File: src/rtl/core/tsae_ram.sv
// Generic single-write, single-read RAM with registered read data.
module tsae_ram #(
  parameter int WIDTH = 8,
  parameter int DEPTH = 256
) (
  input  logic                     clk_i,
  input  logic                     we_i,
  input  logic [$clog2(DEPTH)-1:0] waddr_i,
  input  logic [WIDTH-1:0]         wdata_i,
  input  logic [$clog2(DEPTH)-1:0] raddr_i,
  output logic [WIDTH-1:0]         rdata_o
);

  logic [WIDTH-1:0] mem_q [DEPTH];
  logic [WIDTH-1:0] rdata_q;

  always_ff @(posedge clk_i) begin
    if (we_i) begin
      mem_q[waddr_i] <= wdata_i;
    end
    rdata_q <= mem_q[raddr_i];
  end

  assign rdata_o = rdata_q;

endmodule

File: config.mk
export PLATFORM = sky130hd
export DESIGN_NAME = tsae_ram
export DESIGN_NICKNAME = d
export VERILOG_FILES = /design/src/rtl/core/tsae_ram.sv
export SDC_FILE = /design/constraint.sdc
export NUM_CORES = 2
export LEC_CHECK = 0
export ABC_CLOCK_PERIOD_IN_PS = 5550
export BUFFER_PORTS_ARGS = -buffer_cell sky130_fd_sc_hd__clkbuf_2
export CAP_MARGIN = 5
export CORE_MARGIN = 8
export CORE_UTILIZATION = 55
export DETAILED_ROUTE_END_ITERATION = 12
export HOLD_SLACK_MARGIN = 0.08
export PLACE_DENSITY_LB_ADDON = 0.25
export SLEW_MARGIN = 20
export SYNTH_ARGS = -nofsm -noshare
export SYNTH_HDL_FRONTEND = slang
export SYNTH_SLANG_ARGS = --single-unit
File: constraint.sdc
create_clock -name clk_i -period 5.55 [get_ports clk_i]
set_input_delay 0.555 -clock clk_i [delete_from_list [all_inputs] [get_ports clk_i]]
set_output_delay 0.555 -clock clk_i [all_outputs]
set_load 0.03 [all_outputs]
==> metrics.yaml <==
critical_path:
  start_kind: "input pin"
  cp-end-kind: "flip-flop"
  worstPathArrival_ns: 3.95
  r2r_cells: 6
  crit_type: "input pin to flip-flop"
  crit_fanout: 39
  cp.required_ns: 6.23
synth:
  ys_seq_area_share_pct: 77.5
  synthTopCellsByCount: "edfxtp_1 (2,048), mux4_2 (454), nor2_1 (282)"
  syn_area_per_cell_um2: 21.3
  ys_top_cells_by_area: "edfxtp_1 (77%), mux4_2 (13%), mux2i_1 (1.7%)"
  synthMostInstantiatedCell: "edfxtp_1"
  yosysUniqueCellTypes: 55
  syn_area_mm2: 0.0796
  yosysWarningCount: 0
  synth_flop_cell: "edfxtp_1"
  yosysTopAreaCellShare_pct: 77.3
  synth-seq-cells: 2056
  syn_nets: 3759
  yosysTopAreaCell: "edfxtp_1"
  synth_async_sr_flop_share_pct: 0
  netlist_instances: 3733
  synth-edff-count: 2048
drt:
  drt_first_pass_iters: 6
  final_antenna_net_count: 0
  wire_per_inst_um: 32.5
  avgViaCountPerCell: 6.59
  vias: 38925
  drt_wl_total_um: 192000
  drt-initial-drc-count: 4762
  drc_errors: 0
floorplanning:
  start_util_pct: 55.4
  num_io_pins: 34
  rows: 139
  die_w_um: 396
  core-area_mm2: 0.144
  die_h_um: 396
  die_area_mm2: 0.157
timing:
  period_share_pct: 59.0
  drv_slew: 0
  fmax_ghz: 0.306
  finalClockSkew_ns: 0.0392
  setup_viol: 0
  setup_ws_ns: 2.28
  rsz0062_at_grt: "no"
  period_minus_slack_ns: 3.27
  worstMarginPinSlew_ns: 1.19
  hold_viol: 0
  slew_headroom_pct: 20.3
  setup_tns_ns: 0
run_status:
  status: "finished clean"
layout:
  layout.nets: 3873
  layout-drive-gt1-share_pct: 22.4
  instances_no_fill: 5911
  final_util_pct: 61.4
  fillers: 9722
  syn2layout_area_growth_pct: 10.9
clock_network:
  clk_latency_ns: 0.82
  clock_path_buffers: 3
  post-cts-setup-buffer-count: 0
  post_cts_resized: 0
  htree_levels: 4
  cts.reportedPaths.clkPinSlew_ns: 0.06
  cts-root-buf: "clkbuf_16"
  cts_tree: "yes"
  clock-sinks: 2056
  cts_buffers: 197
  ctsHoldBuffers: 0
placed_design:
  dp_slack_ns: 1.47
  dp_cells: 5550
  dpl.hpwl_um: 117000
  port_buffers: 33
  globalplace.congestion: 0.878
global_route:
  antenna_found_initial: 7
  grt_start_max_net_pins: 157
  grt_pass1_wl_um: 277000
  grt_pass1_vias: 38537
  grt-ovfl-total: 0
  grt_use_total_pct: 24.3
power:
  p_leak_nw: 27.2
  total_power_mw: 32.0
  ir_drop_uv: 324
  power_density_mw_per_mm2: 362
worst_hold_path:
  hold_class: "input pin to flip-flop"
  min_path_cells: 1
job:
  drv_cap: 0
## sequential cells by signal (all words and copies together), names as in the netlist
| name | flops |
|---|---|
| rdata_o | 8 |
| mem_q | 2048 |
## through the flow
stage                     hold WS, ns  area, um2
after floorplan                 0.654      79600
after global placement          0.930      81800
after detailed placement        0.979      81800
after CTS                       0.196      88200
after global routing            0.117      88200
final                           0.146      88300
## path summary, 6_finish.rpt
kind	from	to	slack, ns
worst min-delay path	wdata_i[1]	mem_q[70][1]	0.15
worst min register to register	mem_q[40][3]	rdata_o[3]	1.01
worst max-delay path	raddr_i[0]	rdata_o[7]	2.28
worst max register to register	mem_q[82][5]	rdata_o[5]	2.79
## report_power, final
group          internal, mW  switching, mW
Sequential             17.1         0.0376
Clock                  7.65           5.61
Combinational         0.519           1.02
## metal layers
metal	up-vias	global-route usage [%]	share of wire (%)
li1	15898	-	-
met1	20672	35.0	40
met3	330	5.90	9.7
met4	6	7.39	3.0
met5	-	0	0.021
met2	2019	37.5	47
## layout make-up
| class | instances | area (um2) | share of cell area (%) |
|---|---|---|---|
| Sequential cell | 2056 | 61700 | 69.9 |
| Timing Repair Buffer | 148 | 1340 | 1.52 |
| Clock buffer | 252 | 5260 | 5.96 |
| Clock inverter | 104 | 1110 | 1.25 |
| Tap cell | 1903 | 2380 | 2.70 |
| Multi-Input combinational cell | 1442 | 16500 | 18.7 |
| Antenna cell | 4 | 10.0 | 0.0113 |
| Inverter | 2 | 7.51 | 0.00851 |
## placed cells by master, fill, tap and decap left out, types with 5 or more instances in the layout
master / netlist / layout
nand4_1: 10 / 10
o22ai_1: 28 / 28
mux4_2: 454 / 454
nor4_1: 24 / 24
clkinv_1: 1 / 36
a22oi_1: 133 / 133
o21ai_0: 10 / 10
buf_8: 13 / 9
dfxtp_1: 8 / 8
nand3_1: 34 / 34
a22o_1: 8 / 8
a211oi_1: 16 / 16
clkbuf_2: 0 / 21
clkbuf_1: 111 / 46
o22a_1: 5 / 5
o221ai_1: 46 / 46
a21oi_1: 96 / 96
o211ai_1: 10 / 10
nor2_1: 282 / 279
and2_1: 6 / 6
clkinv_2: 0 / 35
a221oi_1: 13 / 13
nor2b_1: 31 / 28
buf_4: 27 / 101
nand2b_1: 8 / 8
clkbuf_16: 0 / 200
buf_12: 8 / 15
nor3_1: 22 / 22
clkbuf_8: 0 / 7
nand2_1: 33 / 33
edfxtp_1: 2048 / 2048
bufinv_16: 0 / 21
mux2i_1: 134 / 134
## logic make-up (layout without fill, tap and decap cells)
family	Yosys count	in the layout	share of synthesized area, %
AO/OA/AOI/OAI	385	385	3.42
flip-flops	2056	2056	77.5
multiplexers	591	591	14.6
AND/OR/NAND/NOR	466	466	2.63
buffers and inverters	235	506	1.83
other	0	4	0
## worst max-delay path, cell delays in order
cell and delay (ns):
buf_8 0.46, buf_12 0.31, buf_4 0.34, buf_4 0.23, mux2i_1 0.32, o22ai_1 0.11, o21ai_0 0.20, nand3_1 0.20
nor4_1 0.83, buf_4 0.24, nor4_1 0.05
Power figures use the tool's default switching activity.
