===== src/rtl/core/tsae_pkg.sv =====
// Shared types, codes and defaults of the tile/sprite animation engine.
package tsae_pkg;

  localparam int TILE_ENTRIES_DEF = 256;
  localparam int SPRITE_SLOTS_DEF = 256;

  localparam int KIND_W  = 3;
  localparam int IDX_W   = 8;
  localparam int FRAME_W = 8;
  localparam int TIME_W  = 16;
  localparam int TIU_W   = 9;

  typedef enum logic [KIND_W-1:0] {
    KIND_LOAD_TILE   = 3'd0,
    KIND_ADD_SPRITE  = 3'd1,
    KIND_DEL_SPRITE  = 3'd2,
    KIND_TICK        = 3'd3,
    KIND_READ_TILE   = 3'd4,
    KIND_READ_SPRITE = 3'd5
  } kind_e;

  typedef enum logic [3:0] {
    ST_CLEAR,
    ST_IDLE,
    ST_LOAD_DIV,
    ST_ADD_RD,
    ST_ADD_CHK,
    ST_DEL_RD,
    ST_DEL_WR,
    ST_TT_RD,
    ST_TT_WR,
    ST_ST_RD,
    ST_ST_TRD,
    ST_ST_WR,
    ST_RD_WAIT,
    ST_FIN
  } state_e;

  typedef struct packed {
    logic [FRAME_W-1:0] frames;
    logic [TIME_W-1:0]  period;
    logic               wraps;
    logic               stepping;
    logic [TIME_W-1:0]  phase;
    logic [FRAME_W-1:0] frame_now;
  } tile_word_t;

  typedef struct packed {
    logic               enabled;
    logic [IDX_W-1:0]   tile;
    logic               stepping;
    logic [TIME_W-1:0]  phase;
    logic [FRAME_W-1:0] frame_now;
  } slot_word_t;

  typedef struct packed {
    logic [TIME_W-1:0]  phase;
    logic [FRAME_W-1:0] frame;
  } anim_pos_t;

  // One animation step: phase counts to the period, then the frame moves on.
  function automatic anim_pos_t advance(input anim_pos_t cur,
                                        input logic [TIME_W-1:0] period,
                                        input logic [FRAME_W-1:0] count,
                                        input logic wraps);
    anim_pos_t nxt;
    nxt = cur;
    if (cur.phase == period) begin
      nxt.phase = '0;
      nxt.frame = cur.frame + FRAME_W'(1);
      if (nxt.frame == count) begin
        nxt.frame = wraps ? '0 : nxt.frame - FRAME_W'(1);
      end
    end else begin
      nxt.phase = cur.phase + TIME_W'(1);
    end
    return nxt;
  endfunction

endpackage


===== src/rtl/core/tsae_div.sv =====
// Iterative restoring divider: animation time by frame count, one bit a cycle.
module tsae_div (
  input  logic                         clk_i,
  input  logic                         rst_ni,
  input  logic                         start_i,
  input  logic [tsae_pkg::TIME_W-1:0]  dividend_i,
  input  logic [tsae_pkg::FRAME_W-1:0] divisor_i,
  output logic                         busy_o,
  output logic                         done_o,
  output logic [tsae_pkg::TIME_W-1:0]  quotient_o
);

  localparam int CW = $clog2(tsae_pkg::TIME_W);

  logic                         busy_q, busy_d;
  logic                         done_q, done_d;
  logic [CW-1:0]                cnt_q, cnt_d;
  logic [tsae_pkg::FRAME_W-1:0] rem_q, rem_d;
  logic [tsae_pkg::FRAME_W-1:0] dvs_q, dvs_d;
  logic [tsae_pkg::TIME_W-1:0]  quo_q, quo_d;
  logic [tsae_pkg::FRAME_W:0]   trial;

  always_comb begin
    busy_d = busy_q;
    done_d = 1'b0;
    cnt_d  = cnt_q;
    rem_d  = rem_q;
    dvs_d  = dvs_q;
    quo_d  = quo_q;
    trial  = {rem_q, quo_q[tsae_pkg::TIME_W-1]};
    if (start_i) begin
      busy_d = 1'b1;
      cnt_d  = '0;
      rem_d  = '0;
      dvs_d  = divisor_i;
      quo_d  = dividend_i;
    end else if (busy_q) begin
      if (trial >= {1'b0, dvs_q}) begin
        rem_d = tsae_pkg::FRAME_W'(trial - {1'b0, dvs_q});
        quo_d = {quo_q[tsae_pkg::TIME_W-2:0], 1'b1};
      end else begin
        rem_d = tsae_pkg::FRAME_W'(trial);
        quo_d = {quo_q[tsae_pkg::TIME_W-2:0], 1'b0};
      end
      cnt_d = cnt_q + CW'(1);
      if (cnt_q == CW'(tsae_pkg::TIME_W - 1)) begin
        busy_d = 1'b0;
        done_d = 1'b1;
      end
    end
  end

  always_ff @(posedge clk_i or negedge rst_ni) begin
    if (!rst_ni) begin
      busy_q <= 1'b0;
      done_q <= 1'b0;
      cnt_q  <= '0;
    end else begin
      busy_q <= busy_d;
      done_q <= done_d;
      cnt_q  <= cnt_d;
    end
  end

  always_ff @(posedge clk_i) begin
    rem_q <= rem_d;
    dvs_q <= dvs_d;
    quo_q <= quo_d;
  end

  assign busy_o     = busy_q;
  assign done_o     = done_q;
  assign quotient_o = quo_q;

endmodule


===== config.mk =====
export PLATFORM = sky130hd
export DESIGN_NAME = tsae_div
export DESIGN_NICKNAME = d
export VERILOG_FILES = /design/src/rtl/core/tsae_pkg.sv /design/src/rtl/core/tsae_div.sv
export SDC_FILE = /design/constraint.sdc
export NUM_CORES = 1
export LEC_CHECK = 0
export ABC_AREA = 1
export BUFFER_PORTS_ARGS = -buffer_cell sky130_fd_sc_hd__clkbuf_2
export CELL_PAD_IN_SITES_DETAIL_PLACEMENT = 1
export CELL_PAD_IN_SITES_GLOBAL_PLACEMENT = 2
export CORE_MARGIN = 3
export CORE_UTILIZATION = 35
export CTS_BUF_LIST = sky130_fd_sc_hd__clkbuf_8
export DETAILED_ROUTE_END_ITERATION = 10
export GPL_TIMING_DRIVEN = 0
export PLACE_DENSITY = 0.92
export SYNTH_ARGS = -nofsm -noshare
export SYNTH_HDL_FRONTEND = slang
export SYNTH_SLANG_ARGS = --single-unit

===== constraint.sdc =====
create_clock -name clk_i -period 3.9 [get_ports clk_i]
set_clock_uncertainty 0.15 [all_clocks]
set_input_delay 0.78 -clock clk_i [delete_from_list [all_inputs] [get_ports clk_i]]
set_output_delay 0.78 -clock clk_i [all_outputs]
set_load 0.005 [all_outputs]

==> insert_results.sql <==
INSERT INTO impl_metrics (metric_group, metric, value, unit) VALUES
('setup_path', 'path_cells', 'clkbuf_2 > nor2_1 > inv_1', ''),
('synthesis', 'synthMuxAreaShare', '0', ''),
('finish', 'antenna-diode-count', '0', ''),
('synthesis', 'synthMostInstantiatedCell', 'sky130_fd_sc_hd__nand2_1', ''),
('clock_tree', 'cts_root_buffer', 'sky130_fd_sc_hd__clkbuf_8', ''),
('placed_design', 'placement.io_buffers', '44', ''),
('power', 'vdd_drop_max', '308.2', 'uV'),
('synthesis', 'syn_nets', '286', ''),
('detailed_routing', 'detail_route.first_pass.iterations', '4', ''),
('floorplan', 'die_width', '83.27', 'um'),
('detailed_routing', 'uppermost_routed_layer', 'met4', ''),
('detailed_routing', 'post_drt_wl_per_cell', '13.96', 'um'),
('power', 'power_dens_cells', '540.9', 'nW/um2'),
('floorplan', 'initial_core_util', '0.3704', ''),
('clock_tree', 'path_clk_slew', '80', 'ps'),
('floorplan', 'core', '5642', 'um2'),
('grt', 'grt_pass1_wl', '9259', 'um'),
('power', 'switching_share', '0.3711', ''),
('setup_path', 'required_time_of_the_worst_setup_path', '3680', 'ps'),
('synthesis', 'synthesis.instances', '249', ''),
('placed_design', 'dpl.hpwl', '4021', 'um'),
('floorplan', 'placementRows', '27', ''),
('power', 'clk_network_pwr_share', '0.212', ''),
('power', 'pwr-share-comb', '0.394', ''),
('detailed_routing', 'antenna_violating_nets_post_route', '0', ''),
('finish', 'area_of_the_multi_input_gates', '912.1', 'um2'),
('finish', 'seq_area', '1031', 'um2'),
('finish', 'final_layout_size_suffix_gt1_frac', '0.2226', ''),
('floorplan', 'die_h', '83.27', 'um'),
('synthesis', 'postSynthAreaPerCell', '8.392', 'um2'),
('floorplan', 'pin_count', '45', ''),
('setup_path', 'cp.arrival', '2050', 'ps'),
('clock_tree', 'cts_post_setup_buffers_inserted', '0', ''),
('synthesis', 'synth_cell_types', '34', ''),
('sta', 'finalWorstPathRequiredPeriod', '2279', 'ps'),
('detailed_routing', 'detail_route.iter0.violations', '59', ''),
('clock_tree', 'cts_tree', 'built', ''),
('status', 'outcome', 'finished clean', ''),
('synthesis', 'synth_commonest_cells', '102 x sky130_fd_sc_hd__nand2_1, 30 x sky130_fd_sc_hd__inv_1, 24 x sky130_fd_sc_hd__edfxtp_1', ''),
('synthesis', 'synth_top_family_by_area', 'simple AND/OR/NAND/NOR gates', ''),
('sta', 'worst-slew-pin-transition', '671.5', 'ps'),
('sta', 'maxClockFrequency', '0.4388', 'GHz'),
('synthesis', 'ys.warnings.count', '0', ''),
('clock_tree', 'cts_sinks', '38', ''),
('synthesis', 'synth-xor-area-share', '0.01257', ''),
('detailed_routing', 'vias_per_cell', '4.780', ''),
('detailed_routing', 'detail_route.wirelength', '5206', 'um'),
('placed_design', 'finalWeightedCongestion', '0.8272', ''),
('clock_tree', 'clock_insertion_delay_worst_skew', '290', 'ps'),
('grt', 'via_count_of_the_first_global_routing_pass', '1939', ''),
('finish', 'filler_cell_count', '695', ''),
('clock_tree', 'htreeDepth', '2', ''),
('setup_path', 'timing.critical_path.from_type', 'primary input', ''),
('clock_tree', 'post_cts_hold_buffer_count', '0', ''),
('synthesis', 'syn-cell-area', '2090', 'um2'),
('detailed_routing', 'num_vias', '1783', ''),
('power', 'p_int', '847.5', 'uW'),
('run', 'max_cap_violations', '0', ''),
('floorplan', 'design.die.area', '6933', 'um2'),
('finish', 'utilization_after_layout', '0.4416', ''),
('synthesis', 'yosys.area_share.simple', '0.3347', ''),
('synthesis', 'primary_ff_master_synth', 'sky130_fd_sc_hd__edfxtp_1', ''),
('detailed_routing', 'route.detailed.drc', '0', ''),
('clock_tree', 'ctsLongestPathBuffers', '2', ''),
('setup_path', 'crit_path_max_incr_delay', '540', 'ps'),
('power', 'leakagePower', '0.001301', 'uW'),
('sta', 'total_neg_setup_slack', '0', 'ps'),
('synthesis', 'yosys_register_bits', '38', ''),
('power', 'power.switching', '500.0', 'uW'),
('sta', 'rsz0062_at_grt', 'no', ''),
('sta', 'final-hold-violation-count', '0', '');
[cell families after synthesis]
family / after synthesis
DFF: 38
buffers and inverters: 36
AOI/OAI and AO/OA: 9
and+or+nand+nor: 153
xor gates and xnor gates: 3
adders and majority gates: 10
[layer usage]
metal,track usage,vias up
li1,-,899
met1,0.2031,846
met2,0.2828,31
met3,0.03671,7
met4,0.05201,0
met5,0,-
[worst paths after layout]
path / cells after the start / from / to
min in group clk_i: 2 / rem_q[7] / rem_q[7]
setup / recovery: 3 / start_i / quotient_o[8]
hold / removal: 1 / rst_ni / cnt_q[1]
setup reg to reg: 2 / busy_o / quotient_o[8]
max in group asynchronous: 1 / rst_ni / busy_o
hold reg to reg: 2 / rem_q[7] / rem_q[7]
[layout by cell type, fill, tap and decap left out, drive strengths merged, types with 4 or more instances in the layout]
cell	instances
a21oi	4
nor2	12
nor3	6
nand2	104
dfrtp	6
dfxtp	8
edfxtp	24
nand3b	6
clkbuf	52
nand3	18
ha	9
inv	32
[per-stage QoR]
step	std cells	power [uW]	cell area (um2)
3_5_place_dp	365	1077	2400
2_1_floorplan	249	927.7	2090
3_3_place_gp	365	1060	2400
5_1_grt	373	1468	2491
6_report	373	1347	2491
4_1_cts	373	1360	2491
[area by class of cell]
type,instances,area share
Buffer,4,0.01055
Clock buffer,6,0.03315
Clock inverter,2,0.003516
Inverter,32,0.04822
Multi-Input combinational cell,175,0.3661
Sequential cell,38,0.4139
Tap cell,72,0.03616
Timing Repair Buffer,44,0.08840
[sequential cells by signal, summed over array words and instances (netlist names)]
signal      flops
busy_o          1
cnt_q           4
done_o          1
dvs_q           8
quotient_o     16
rem_q           8
[power groups by stage]
stage / combinational [uW] / clock, uW / sequential (uW)
after global placement: 521 / 0 / 539
after global routing: 618 / 309 / 542
final: 531 / 286 / 531
after detailed placement: 538 / 0 / 539
after floorplan: 397 / 0 / 531
after CTS: 540 / 288 / 532
[critical path, delay by kind of cell]
family                 cells  cell delay (ps)
buffers and inverters      2              720
AND/OR/NAND/NOR            1              540
Note: power is estimated with default switching activity, not from simulation.
